## config.mk

```make
export PLATFORM = sky130hd
export DESIGN_NAME = ssh_blob_field_parser
export DESIGN_NICKNAME = d
export VERILOG_FILES = /design/src/sv/sbfp_pkg.sv /design/src/sv/ssh_blob_field_parser.sv /design/src/sv/sbfp_user_ram.sv /design/src/sv/sbfp_parse_core.sv
export SDC_FILE = /design/constraint.sdc
export NUM_CORES = 1
export LEC_CHECK = 0
export BUFFER_PORTS_ARGS = -buffer_cell sky130_fd_sc_hd__buf_2
export CAP_MARGIN = 20
export CORE_ASPECT_RATIO = 0.5
export CORE_UTILIZATION = 45
export DETAILED_ROUTE_END_ITERATION = 7
export PLACE_DENSITY = 0.6
export SYNTH_ARGS = -nofsm -noshare
export SYNTH_HDL_FRONTEND = slang
export SYNTH_HIERARCHICAL = 1
export SYNTH_SLANG_ARGS = --single-unit
```

## constraint.sdc

```tcl
create_clock -name clock -period 11.9 [get_ports clock]
set_input_delay 1.19 -clock clock [delete_from_list [all_inputs] [get_ports clock]]
set_output_delay 1.19 -clock clock [all_outputs]
set_load 0.01 [all_outputs]
```

## src/sv/sbfp_pkg.sv

```systemverilog
package sbfp_pkg;

   // request operations
   localparam logic [1:0] OP_START     = 2'd0;
   localparam logic [1:0] OP_DATA      = 2'd1;
   localparam logic [1:0] OP_CHUNK_END = 2'd2;
   localparam logic [1:0] OP_READ_USER = 2'd3;

   // result status codes
   localparam logic [2:0] ST_OK          = 3'd0;
   localparam logic [2:0] ST_NEED_MORE   = 3'd1;
   localparam logic [2:0] ST_COMPLETE    = 3'd2;
   localparam logic [2:0] ST_TOO_MANY    = 3'd3;
   localparam logic [2:0] ST_OVERFLOW    = 3'd4;
   localparam logic [2:0] ST_UNFINISHED  = 3'd5;
   localparam logic [2:0] ST_READ_DATA   = 3'd6;

   // register indexes (byte address is 4 * index)
   localparam logic [2:0] REG_FULL_MESSAGE_MODE = 3'd0;
   localparam logic [2:0] REG_FIXUP_FIELD_A     = 3'd1;
   localparam logic [2:0] REG_FIXUP_FIELD_B     = 3'd2;
   localparam logic [2:0] REG_USER_FIELD        = 3'd3;
   localparam logic [2:0] REG_LAST_FIELD        = 3'd4;
   localparam logic [2:0] REG_MAX_MESSAGE       = 3'd5;

   localparam logic [3:0] FIELD_INDEX_MAX = 4'd15;
   localparam logic [1:0] LENGTH_BYTES_LAST = 2'd3;

   typedef struct packed {
      logic        full_message_mode;
      logic [3:0]  fixup_field_a;
      logic [3:0]  fixup_field_b;
      logic [3:0]  user_field;
      logic [3:0]  last_field;
      logic [15:0] max_message;
   } cfg_type;

   typedef struct packed {
      logic [1:0] op;
      logic [7:0] data_byte;
      logic [5:0] user_index;
   } req_item_type;

   typedef struct packed {
      logic [2:0] status;
      logic       forward_valid;
      logic [7:0] forward_byte;
      logic [7:0] user_byte;
      logic [6:0] user_length;
   } result_type;

   function automatic logic [3:0] field_advance(input logic [3:0] idx);
      return (idx == FIELD_INDEX_MAX) ? idx : idx + 4'd1;
   endfunction

endpackage

```

## src/sv/ssh_blob_field_parser.sv

```systemverilog
// SSH sign request field parser. Each transaction on the req_ side carries one operation
// (start, request byte, chunk end check, user name read) and yields exactly one transaction
// on the rsp_ side. One transaction is accepted per clock while the receiver keeps up; the
// accepting edge registers the item and the user name memory read, and a later step, taken
// when the result register is free, updates the parse state (length shift, 32-bit
// remaining-byte count, message count) and loads the result register. The user
// name memory holds USER_BYTES bytes and needs no clearing after reset; bytes that were never
// captured are never returned. Registers sit at byte address 4*index on the csr_ port and
// must only be written while no transaction is in flight.
module ssh_blob_field_parser #(
   parameter int USER_BYTES = 64
) (
   input  logic        clock,
   input  logic        reset,
   input  logic        req_tvalid,
   output logic        req_tready,
   input  logic [15:0] req_tdata,   // data_byte[7:0], user_index[13:8], zero pad
   input  logic [1:0]  req_tuser,   // op[1:0]
   output logic        rsp_tvalid,
   input  logic        rsp_tready,
   output logic [23:0] rsp_tdata,   // forward_byte[7:0], user_byte[15:8], user_length[22:16]
   output logic [3:0]  rsp_tuser,   // status[2:0], forward_valid[3]
   input  logic        csr_psel,
   input  logic        csr_penable,
   input  logic        csr_pwrite,
   input  logic [4:0]  csr_paddr,
   input  logic [31:0] csr_pwdata,
   output logic [31:0] csr_prdata,
   output logic        csr_pready
);

   import sbfp_pkg::*;

   localparam int AW  = (USER_BYTES > 1) ? $clog2(USER_BYTES) : 1;
   localparam int UCW = $clog2(USER_BYTES + 1);

   cfg_type      cfg_ff;
   req_item_type item_ff;
   logic         item_valid_ff;
   result_type   result_ff;
   logic         rsp_valid_ff;

   result_type   result;
   logic         advance;
   logic         accept;
   logic         step;
   logic         csr_write;
   logic [2:0]   csr_index;
   logic         wr_en;
   logic [AW-1:0] wr_addr;
   logic [7:0]   wr_data;
   logic [7:0]   rd_byte;

   assign advance    = !rsp_valid_ff || rsp_tready;
   assign req_tready = !item_valid_ff || advance;
   assign accept     = req_tvalid && req_tready;
   assign step       = item_valid_ff && advance;

   assign csr_pready = 1'b1;
   assign csr_write  = csr_psel && csr_penable && csr_pwrite;
   assign csr_index  = csr_paddr[4:2];

   always_ff @(posedge clock) begin
      if (reset) begin
         cfg_ff.full_message_mode <= 1'b0;
         cfg_ff.fixup_field_a     <= 4'd0;
         cfg_ff.fixup_field_b     <= 4'd0;
         cfg_ff.user_field        <= 4'd0;
         cfg_ff.last_field        <= 4'd15;
         cfg_ff.max_message       <= 16'hFFFF;
      end else if (csr_write) begin
         unique case (csr_index)
            REG_FULL_MESSAGE_MODE: cfg_ff.full_message_mode <= csr_pwdata[0];
            REG_FIXUP_FIELD_A:     cfg_ff.fixup_field_a     <= csr_pwdata[3:0];
            REG_FIXUP_FIELD_B:     cfg_ff.fixup_field_b     <= csr_pwdata[3:0];
            REG_USER_FIELD:        cfg_ff.user_field        <= csr_pwdata[3:0];
            REG_LAST_FIELD:        cfg_ff.last_field        <= csr_pwdata[3:0];
            REG_MAX_MESSAGE:       cfg_ff.max_message       <= csr_pwdata[15:0];
            default: begin
            end
         endcase
      end
   end

   always_comb begin
      unique case (csr_index)
         REG_FULL_MESSAGE_MODE: csr_prdata = {31'd0, cfg_ff.full_message_mode};
         REG_FIXUP_FIELD_A:     csr_prdata = {28'd0, cfg_ff.fixup_field_a};
         REG_FIXUP_FIELD_B:     csr_prdata = {28'd0, cfg_ff.fixup_field_b};
         REG_USER_FIELD:        csr_prdata = {28'd0, cfg_ff.user_field};
         REG_LAST_FIELD:        csr_prdata = {28'd0, cfg_ff.last_field};
         REG_MAX_MESSAGE:       csr_prdata = {16'd0, cfg_ff.max_message};
         default:               csr_prdata = 32'd0;
      endcase
   end

   // input stage: hold the item while the result register is stalled
   always_ff @(posedge clock) begin
      if (reset) begin
         item_valid_ff <= 1'b0;
      end else if (accept) begin
         item_valid_ff <= 1'b1;
      end else if (step) begin
         item_valid_ff <= 1'b0;
      end
   end

   always_ff @(posedge clock) begin
      if (accept) begin
         item_ff.op         <= req_tuser;
         item_ff.data_byte  <= req_tdata[7:0];
         item_ff.user_index <= req_tdata[13:8];
      end
   end

   sbfp_user_ram #(
      .DEPTH (USER_BYTES),
      .AW    (AW)
   ) u_user_ram (
      .clock   (clock),
      .wr_en   (wr_en && step),
      .wr_addr (wr_addr),
      .wr_data (wr_data),
      .rd_en   (accept),
      .rd_addr (AW'(req_tdata[13:8])),
      .rd_data (rd_byte)
   );

   sbfp_parse_core #(
      .USER_BYTES (USER_BYTES),
      .AW         (AW),
      .UCW        (UCW)
   ) u_parse_core (
      .clock   (clock),
      .reset   (reset),
      .step    (step),
      .cfg     (cfg_ff),
      .item    (item_ff),
      .rd_byte (rd_byte),
      .result  (result),
      .wr_en   (wr_en),
      .wr_addr (wr_addr),
      .wr_data (wr_data)
   );

   // result register: load on step, drop once taken
   always_ff @(posedge clock) begin
      if (reset) begin
         rsp_valid_ff <= 1'b0;
      end else begin
         rsp_valid_ff <= step || (rsp_valid_ff && !rsp_tready);
      end
   end

   always_ff @(posedge clock) begin
      if (step) begin
         result_ff <= result;
      end
   end

   assign rsp_tvalid = rsp_valid_ff;
   assign rsp_tdata  = {1'b0, result_ff.user_length, result_ff.user_byte,
                        result_ff.forward_byte};
   assign rsp_tuser  = {result_ff.forward_valid, result_ff.status};

endmodule

```

## src/sv/sbfp_user_ram.sv

```systemverilog
module sbfp_user_ram #(
   parameter int DEPTH = 64,
   parameter int AW    = 6
) (
   input  logic          clock,
   input  logic          wr_en,
   input  logic [AW-1:0] wr_addr,
   input  logic [7:0]    wr_data,
   input  logic          rd_en,
   input  logic [AW-1:0] rd_addr,
   output logic [7:0]    rd_data
);

   logic [7:0] mem [DEPTH];

   always_ff @(posedge clock) begin
      if (wr_en) begin
         mem[wr_addr] <= wr_data;
      end
   end

   // forward a byte written at the same edge it is read
   always_ff @(posedge clock) begin
      if (rd_en) begin
         if (wr_en && (wr_addr == rd_addr)) begin
            rd_data <= wr_data;
         end else begin
            rd_data <= mem[rd_addr];
         end
      end
   end

endmodule

```

## src/sv/sbfp_parse_core.sv

```systemverilog
module sbfp_parse_core #(
   parameter int USER_BYTES = 64,
   parameter int AW         = 6,
   parameter int UCW        = 7
) (
   input  logic                  clock,
   input  logic                  reset,
   input  logic                  step,
   input  sbfp_pkg::cfg_type     cfg,
   input  sbfp_pkg::req_item_type item,
   input  logic [7:0]            rd_byte,
   output sbfp_pkg::result_type  result,
   output logic                  wr_en,
   output logic [AW-1:0]         wr_addr,
   output logic [7:0]            wr_data
);

   import sbfp_pkg::*;

   localparam int CW = (UCW > 6) ? UCW : 6;

   logic [3:0]     field_index_ff, field_index_in;
   logic           in_body_ff, in_body_in;
   logic [1:0]     len_count_ff, len_count_in;
   logic [31:0]    len_shift_ff, len_shift_in;
   logic [31:0]    remaining_ff, remaining_in;
   logic [UCW-1:0] user_count_ff, user_count_in;
   logic [15:0]    msg_count_ff, msg_count_in;
   logic           failed_ff, failed_in;

   logic           close_empty;
   logic [3:0]     field_index_c;
   logic           in_body_c;
   logic [2:0]     sticky;
   logic [31:0]    shifted;
   logic [31:0]    remaining_dec;
   logic           capture;

   always_comb begin
      close_empty   = in_body_ff && (remaining_ff == 32'd0);
      field_index_c = close_empty ? field_advance(field_index_ff) : field_index_ff;
      in_body_c     = close_empty ? 1'b0 : in_body_ff;
      sticky        = (field_index_ff >= cfg.last_field) ? ST_TOO_MANY : ST_OVERFLOW;
      shifted       = {len_shift_ff[23:0], item.data_byte};
      remaining_dec = remaining_ff - 32'd1;
      capture       = (field_index_c == cfg.user_field)
                      && (user_count_ff < UCW'(USER_BYTES));
   end

   always_comb begin
      field_index_in = field_index_ff;
      in_body_in     = in_body_ff;
      len_count_in   = len_count_ff;
      len_shift_in   = len_shift_ff;
      remaining_in   = remaining_ff;
      user_count_in  = user_count_ff;
      msg_count_in   = msg_count_ff;
      failed_in      = failed_ff;
      wr_en          = 1'b0;
      result.status        = ST_OK;
      result.forward_valid = 1'b0;
      result.user_byte     = 8'd0;

      unique case (item.op)
         OP_START: begin
            field_index_in = 4'd0;
            in_body_in     = 1'b0;
            len_count_in   = 2'd0;
            len_shift_in   = 32'd0;
            remaining_in   = 32'd0;
            user_count_in  = '0;
            msg_count_in   = 16'd0;
            failed_in      = 1'b0;
         end
         OP_DATA: begin
            if (failed_ff) begin
               result.status = sticky;
            end else begin
               field_index_in = field_index_c;
               in_body_in     = in_body_c;
               if (field_index_c >= cfg.last_field) begin
                  failed_in     = 1'b1;
                  result.status = ST_TOO_MANY;
               end else if (cfg.full_message_mode && (msg_count_ff >= cfg.max_message)) begin
                  failed_in     = 1'b1;
                  result.status = ST_OVERFLOW;
               end else begin
                  result.forward_valid = 1'b1;
                  if (cfg.full_message_mode) begin
                     msg_count_in = msg_count_ff + 16'd1;
                  end
                  if (!in_body_c) begin
                     len_shift_in = shifted;
                     if (len_count_ff == LENGTH_BYTES_LAST) begin
                        len_count_in = 2'd0;
                        in_body_in   = 1'b1;
                        // the fixup wraps an all-ones length to an empty body
                        if ((field_index_c == cfg.fixup_field_a)
                            || (field_index_c == cfg.fixup_field_b)) begin
                           remaining_in = shifted + 32'd1;
                        end else begin
                           remaining_in = shifted;
                        end
                     end else begin
                        len_count_in = len_count_ff + 2'd1;
                     end
                  end else begin
                     if (capture) begin
                        wr_en         = 1'b1;
                        user_count_in = user_count_ff + UCW'(1);
                     end
                     remaining_in = remaining_dec;
                     if (remaining_dec == 32'd0) begin
                        in_body_in     = 1'b0;
                        field_index_in = field_advance(field_index_c);
                     end
                  end
               end
            end
         end
         OP_CHUNK_END: begin
            if (failed_ff) begin
               result.status = sticky;
            end else begin
               field_index_in = field_index_c;
               in_body_in     = in_body_c;
               if (field_index_c != cfg.last_field) begin
                  result.status = ST_NEED_MORE;
               end else if (in_body_c) begin
                  result.status = ST_UNFINISHED;
               end else begin
                  result.status = ST_COMPLETE;
               end
            end
         end
         OP_READ_USER: begin
            result.status = ST_READ_DATA;
            if (CW'(item.user_index) < CW'(user_count_ff)) begin
               result.user_byte = rd_byte;
            end
         end
         default: begin
         end
      endcase

      result.forward_byte = result.forward_valid ? item.data_byte : 8'd0;
      result.user_length  = 7'(user_count_in);
   end

   assign wr_addr = user_count_ff[AW-1:0];
   assign wr_data = item.data_byte;

   always_ff @(posedge clock) begin
      if (reset) begin
         field_index_ff <= 4'd0;
         in_body_ff     <= 1'b0;
         len_count_ff   <= 2'd0;
         len_shift_ff   <= 32'd0;
         remaining_ff   <= 32'd0;
         user_count_ff  <= '0;
         msg_count_ff   <= 16'd0;
         failed_ff      <= 1'b0;
      end else if (step) begin
         field_index_ff <= field_index_in;
         in_body_ff     <= in_body_in;
         len_count_ff   <= len_count_in;
         len_shift_ff   <= len_shift_in;
         remaining_ff   <= remaining_in;
         user_count_ff  <= user_count_in;
         msg_count_ff   <= msg_count_in;
         failed_ff      <= failed_in;
      end
   end

endmodule

```

==> metrics.csv, run 1 <==
stage,metric,value,unit
outcome,status,"complete, no violations",
routing,WL/cell,22.8,um
placement,GPL Wtd Cong,0.884,
finish,fin cells,3404,
clock_network,hold buffers post-CTS,0,
setup_path,critical path class,reg2reg,
grt,first-pass GRT wire length,116000,um
sta,max_slew headroom,29.4,%
synth,async set or reset register ratio after synthesis,0,%
clock_network,Worst-path clk slew,0.07,ns
routing,Routed Antenna Nets,0,
clock_network,CTS tree,built,
sta,crit path time final,7.45,ns
synth,Post-synth EDFFs,563,
grt,largest net degree at the start of global routing,129,
power_and_ir_drop,switching power,1.07,mW
placement,Post-DP Area,32200,sq um
routing,DRC Markers,0,
placement,number of port buffers,86,
sta,final-report max-slew violation count,0,
setup_path,CP Launch Type,flip-flop,
finish,area delta synth->final,9.39,%
power_and_ir_drop,Sw Share,22.4,%
clock_network,CTS Sinks,685,
synth,Mean Syn Cell Area,12.8,sq um
placement,DP HPWL,48800,um
grt,Tot GR Track Use,21.7,%
routing,Via density,5.88,
routing,First-pass DRT Iterations,6,
sta,endpoints failing hold,0,
die,starting density of the core,46.0,%
sta,Fmax,134,MHz
clock_network,Skew-Pair Late Insertion Delay,0.66,ns
power_and_ir_drop,Power Density,140,nW/um^2
routing,via count,20000,
die,die width,374,um
synth,Synth Instances,2431,
sta,worst slew pin tran,1.06,ns
setup_path,Critical Path RT,12.19,ns
synth,ys flop type,edfxtp_1,
sta,final worst-path setup slack,4.45,ns
setup_path,worst-path fanout max,10,
sta,fin crit share,62.6,%
setup_path,CP endpoint kind,flip-flop,
sta,Setup Viol. Count Final,0,
clock_network,H-tree depth,2,
synth,Syn. warnings,6,
placement,Placed Cells,3289,
routing,overall routed net length,77700,um
sta,clk_skew,0.0501,ns
die,# IOs,125,
power_and_ir_drop,Int Pwr,3.71,mW
synth,Netlist Area Pre-Place,31200,sq um
clock_network,Root Driver,clkbuf_16,
clock_network,Num CTS Buffers,60,
finish,nets@finish,2563,
die,die area,70400,sq um
finish,ANT cells,0,
power_and_ir_drop,Reg power frac,54.5,%
clock_network,cts repair resizes,0,
power_and_ir_drop,worst vdd ir,113,uV
routing,drt initial violations,1830,
die,Die Y,188,um
die,Std-Cell Rows,67,
synth,post-synthesis cell type count,87,
power_and_ir_drop,Comb pwr share,5.6,%
finish,filler cell count in the final layout,5856,
power_and_ir_drop,clock share of power,39.9,%
sta,RSZ-0062 raised after global routing,false,
grt,vias in the first global route,18900,
grt,initial antenna violation count,2,
placement,Place WS,4.28,ns
power_and_ir_drop,P_leak,11.9,nW
clock_network,Max clock buf depth,3,
grt,Overflow after GRT,0,
synth,post-synthesis sequential area ratio,62.1,%
finish,layout cells sized above 1,11.5,%
run,Max-Cap Viols,0,
die,total core area,67700,sq um
setup_path,"Arr. time, crit path",7.74,ns
min_path,worst hold path class,reg2reg,
synth,#FFs+latches synth,685,
finish,Final Cell Area,34100,sq um
sta,setup total negative slack,0,ns
clock_network,post-CTS setup repair buffer count,0,
==> cell families (layout without fill, tap and decap cells) <==
| kind of cell | Yosys count | after routing | synth area share, % |
|---|---|---|---|
| AO/OA/AOI/OAI | 433 | 433 | 9.44 |
| XOR/XNOR | 57 | 57 | 1.60 |
| adder cells (fa/ha/maj) | 44 | 44 | 1.77 |
| buffers and inverters | 234 | 294 | 3.64 |
| flip-flops | 685 | 685 | 62.1 |
| multiplexers | 278 | 278 | 10.1 |
| other | 2 | 18 | 0.0241 |
| AND/OR/NAND/NOR | 698 | 698 | 11.3 |
==> critical path, stage by stage (launching register included) <==
cell     delay [ns]
dfxtp_1        0.37
inv_1          0.14
ha_1           0.17
or4b_2         0.57
or4_1          0.59
nor4_4         0.60
mux2_2         0.47
ha_1           0.30
and4_1         0.23
or3_1          0.47
nor4_1         0.32
nand3_1        0.26
nor4_4         0.54
and3_1         0.56
nor2b_1        0.28
nand3_1        0.42
nor2_1         0.77
==> synth_stat cells, drive strengths merged, types with 20 or more instances <==
master  count  area share [%]
nand3      56            0.90
xor2       29            0.81
and3       21            0.42
o21ai      66             1.1
nor3       51            0.85
nor2      241             2.9
mux4       29             2.1
nor4       30            0.74
edfxtp    563              54
xnor2      28            0.79
nor2b      20            0.40
nand2b     42            0.84
a21oi     120             1.9
dfxtp     122             7.8
and2       22            0.44
buf        85             1.8
nand2     112             1.3
a22oi      70             1.7
inv        60            0.72
nand4      28            0.61
clkbuf     88             1.1
o22ai      23            0.46
ha         44             1.8
mux2i     234             7.5
==> through the flow <==
stage	utilization (%)	hold WS [ns]	power [mW]
after floorplan	-	0.454	2.84
after global placement	47.5	0.473	2.93
after detailed placement	47.5	0.487	2.93
after CTS	50.3	0.502	4.83
after global routing	50.4	0.537	4.93
final	50.4	0.498	4.78
==> final timing paths <==
path                                 from                            to  slack (ns)  depth (start not counted)
max          u_parse_core/remaining_ff[0]         u_user_ram/mem[11][3]        4.45                         16
min          u_parse_core/len_shift_ff[3]  u_parse_core/len_shift_ff[3]        0.50                          2
max reg2reg  u_parse_core/remaining_ff[0]         u_user_ram/mem[11][3]        4.45                         16
min reg2reg  u_parse_core/len_shift_ff[3]  u_parse_core/len_shift_ff[3]        0.50                          2
==> power groups by stage <==
stage / clock [mW] / combinational [mW] / sequential (mW)
after floorplan: 0 / 0.174 / 2.66
final: 1.91 / 0.267 / 2.61
after detailed placement: 0 / 0.267 / 2.66
after global placement: 0 / 0.265 / 2.66
after CTS: 1.95 / 0.268 / 2.61
after global routing: 2.04 / 0.286 / 2.61
==> routing by layer <==
metal	global-route usage [%]	vias up	wire length, um	share of wire [%]
met1	30.9	10000	34700	45
li1	-	9267	-	-
met5	0	-	8	0.010
met3	3.56	94	5140	6.6
met2	34.8	645	36500	47
met4	5.34	2	1440	1.9
==> sequential cells by signal (all words and copies together) (netlist names) <==
register	cells
rsp_tuser	4
u_parse_core/len_shift_ff	24
rsp_tvalid	1
u_user_ram/mem	512
item_ff	16
u_parse_core/remaining_ff	32
u_user_ram/rd_data	8
rsp_tdata	23
u_parse_core/failed_ff	1
u_parse_core/in_body_ff	1
u_parse_core/user_count_ff	7
item_valid_ff	1
u_parse_core/len_count_ff	2
cfg_ff	33
u_parse_core/field_index_ff	4
u_parse_core/msg_count_ff	16
==> cell usage in the layout (no fill, tap or decap), drive strengths merged, types with 18 or more instances in the layout <==
| master | n |
|---|---|
| nor2b | 20 |
| nand4 | 28 |
| mux4 | 29 |
| nand3 | 56 |
| xnor2 | 28 |
| a21oi | 120 |
| conb | 18 |
| o21ai | 66 |
| o22ai | 23 |
| buf | 121 |
| nor3 | 51 |
| clkinv | 34 |
| ha | 44 |
| xor2 | 29 |
| nor2 | 241 |
| a22oi | 70 |
| and3 | 21 |
| nand2 | 112 |
| edfxtp | 563 |
| clkbuf | 70 |
| dfxtp | 122 |
| nand2b | 42 |
| mux2i | 234 |
| inv | 61 |
| nor4 | 30 |
| or3 | 18 |
| and2 | 22 |
==> layout make-up <==
| type | count | area, sq um | area share (%) |
|---|---|---|---|
| Sequential cell | 685 | 19300 | 56.7 |
| Multi-Input combinational cell | 1528 | 10800 | 31.7 |
| Clock buffer | 70 | 1560 | 4.57 |
| Tap cell | 897 | 1120 | 3.29 |
| Timing Repair Buffer | 121 | 706 | 2.07 |
| Clock inverter | 42 | 342 | 1.00 |
| Inverter | 61 | 229 | 0.671 |
Power figures use the tool's default switching activity.
==> inputs of run 2 (changes only) <==
- PLACE_DENSITY: 0.6 -> 0.63
- clock period: 11.9 -> 6 ns (I/O delays scaled with it)
==> run 2 against run 1 <==
Hold slack got worse by 0.37 ns; critical endpoint is now u_user_ram/mem[18][7]; sequential share of layout area fell by 1.7 points; critical path depth rose by 2; clock-buffer cell count rose by 5; final cell count rose by 2.8%; non-clock buffer count rose by 91; global-route usage rose by 0.76 points; largest cell class unchanged; register-to-register slack got worse by 4.2 ns; clock skew fell by 0.0082 ns; sequential power rose by 98%; fmax rose by 31%; flip-flop and latch count did not move.
==> metrics.csv, run 2 (synthesis results as in run 1) <==
stage,metric,value,unit,change
sta,final worst-path setup slack,0.294,ns,-4.15 ns
setup_path,worst reg2reg path endpoint,u_user_ram/mem[18][7],,
power_and_ir_drop,P_leak,12.5,nW,+5.0%
setup_path,critical path class,reg2reg,,
setup_path,worst-path fanout max,8,,-2
outcome,status,"complete, no violations",,
power_and_ir_drop,Power Density,280,nW/um^2,+100%
setup_path,CP endpoint kind,flip-flop,,
die,die width,374,um,unchanged
sta,max_slew headroom,29.4,%,about the same
die,Std-Cell Rows,67,,unchanged
finish,layout cells sized above 1,15.7,%,+4.2 points
finish,max reg flops,512,,unchanged
die,total core area,67700,sq um,unchanged
grt,Overflow after GRT,0,,unchanged
setup_path,reg-to-reg startpoint,u_parse_core/remaining_ff[0],,
die,starting density of the core,46.0,%,unchanged
routing,First-pass DRT Iterations,5,,-1
sta,final-report max-slew violation count,0,,unchanged
grt,largest net degree at the start of global routing,95,,-26%
clock_network,Worst-path clk slew,0.07,ns,about the same
routing,drt initial violations,1954,,+6.8%
finish,area delta synth->final,12.8,%,
grt,met3 usage in global routing,2.86,%,-0.70 points
setup_path,CP Launch Type,flip-flop,,
setup_path,"Arr. time, crit path",6.06,ns,-1.68 ns
sta,fin crit share,95.1,%,+32 points
finish,Top Registers,"u_user_ram/mem: 512 flops, cfg_ff: 33 flops, u_parse_core/remaining_ff: 32 flops",,
grt,first-pass GRT wire length,122000,um,+4.4%
min_path,Hold Path Stages,1,,-1
grt,vias in the first global route,19700,,+4.2%
setup_path,reg2reg path depth,18,,+2
grt,gr busiest metal,met2,,
clock_network,Max clock buf depth,3,,unchanged
grt,met2 GRT Util,36.5,%,+1.7 points
clock_network,CTS Sinks,685,,unchanged
clock_network,Skew-Pair Late Insertion Delay,0.66,ns,about the same
grt,M1 GR Usage,32.4,%,+1.4 points
die,die area,70400,sq um,unchanged
finish,Reg with most FFs,u_user_ram/mem,,
min_path,worst hold path class,in2reg,,
power_and_ir_drop,worst vdd ir,282,uV,+150%
grt,Tot GR Track Use,22.5,%,+0.76 points
sta,clk_skew,0.0420,ns,-0.00816 ns
finish,final core occ,51.9,%,+1.6 points
min_path,Worst Hold End,item_ff[8],,
min_path,HP Start,req_tdata[2],,
setup_path,Critical Path RT,6.35,ns,-5.84 ns
routing,Routed Antenna Nets,0,,unchanged
placement,Place WS,0.144,ns,-4.13 ns
finish,nets@finish,2655,,+3.6%
routing,overall routed net length,80100,um,+3.1%
sta,Hold WS,0.131,ns,-0.367 ns
placement,DP HPWL,50900,um,+4.4%
finish,"commonest non-fill, non-tap cells in the layout","edfxtp_1 (563), mux2i_1 (234), nor2_1 (233)",,
placement,number of port buffers,86,,unchanged
routing,via count,20600,,+3.0%
sta,Fmax,175,MHz,+31%
sta,crit path time final,5.71,ns,-1.75 ns
placement,GPL Wtd Cong,0.899,,+1.7%
sta,RSZ-0062 raised after global routing,false,,
finish,"most common cell after layout, fill and taps aside",edfxtp_1,,
sta,Setup Viol. Count Final,0,,unchanged
sta,worst slew pin tran,1.03,ns,-0.0268 ns
sta,setup total negative slack,0,ns,unchanged
die,# IOs,125,,unchanged
clock_network,Num CTS Buffers,61,,+1.7%
clock_network,H-tree depth,2,,unchanged
finish,filler cell count in the final layout,5762,,-1.6%
run,Max-Cap Viols,0,,unchanged
grt,initial antenna violation count,0,,-2
routing,WL/cell,22.9,um,+0.30%
routing,Via density,5.90,,+0.27%
finish,ANT cells,0,,unchanged
die,Die Y,188,um,unchanged
clock_network,CTS tree,built,,
sta,endpoints failing hold,0,,unchanged
setup_path,R2R setup slack,0.29,ns,-4.15 ns
routing,DRC Markers,0,,unchanged
clock_network,Root Driver,clkbuf_16,,
[run 2: changes by cell type in the layout (fill, tap and decap cells not counted), sizes merged]
cell | previous run | this run
buf | 121 | 212
inv | 61 | 63
clkinv | 34 | 25
bufinv | 4 | 9
clkbuf | 70 | 75
[run 2: per-stage QoR]
| step | total power [mW] | std cells | instance area (sq um) |
|---|---|---|---|
| floorplan | 5.63 | 2447 | 31300 |
| global placement | 5.81 | 3378 | 32900 |
| detailed placement | 5.82 | 3378 | 32900 |
| CTS | 9.93 | 3493 | 35100 |
| global route | 10.2 | 3498 | 35200 |
| finish | 9.86 | 3498 | 35200 |
[run 2: how the worst max path moves through the flow]
stage	to	startpoint	slack, ns
after floorplan	u_user_ram/mem[33][0]	u_parse_core/remaining_ff[0]	0.001
after global placement	u_user_ram/rd_data[2]	u_parse_core/remaining_ff[0]	0.25
after detailed placement	u_user_ram/rd_data[7]	u_parse_core/remaining_ff[0]	0.14
after CTS	u_user_ram/mem[39][4]	u_parse_core/remaining_ff[0]	0.1
after global routing	u_user_ram/rd_data[2]	u_parse_core/remaining_ff[0]	0.04
final	u_user_ram/mem[18][7]	u_parse_core/remaining_ff[0]	0.29
[run 2: area by class of cell]
cell class | instances | area [sq um] | area share [%]
sequential | 685 | 19300 | 55.0
multi-input combinational | 1528 | 10900 | 31.0
clock buffer | 75 | 1620 | 4.61
timing repair buffer | 212 | 1430 | 4.06
tap | 897 | 1120 | 3.19
clock inverter | 40 | 505 | 1.44
inverter | 61 | 229 | 0.651
[run 2: per-layer routing]
metal | wire (um) | part of all wire [%]
met1 | 35900 | 45
met2 | 37800 | 47
met3 | 4960 | 6.2
met4 | 1500 | 1.9
met5 | 0 | 0
[run 2: power breakdown]
group	internal (mW)	leakage, nW	total [mW]	switching, mW
Clock	2.33	1.03	4.15	1.82
Sequential	5.16	6.07	5.18	0.0152
Combinational	0.165	5.36	0.535	0.370
[run 2: worst max-delay path, stage by stage (launching register included)]
cell and delay [ns]:
dfxtp_1 0.31, inv_1 0.12, ha_1 0.20, or4b_2 0.59, or4_4 0.48, nor4_4 0.33, mux2_2 0.40, ha_1 0.29
and4_1 0.19, or3_1 0.34, nor4_1 0.30, nand3_1 0.22, nor4_4 0.24, and3_2 0.28, buf_4 0.18, nor2b_1 0.23
nand2_1 0.33, nor2_1 0.20, buf_4 0.20
[run 2: repair_timing]
item	4_1_cts	5_1_grt
gates resized for setup	0	7
hold buffers	0	0
endpoints found under the setup margin	0	227
buffers inserted	0	5
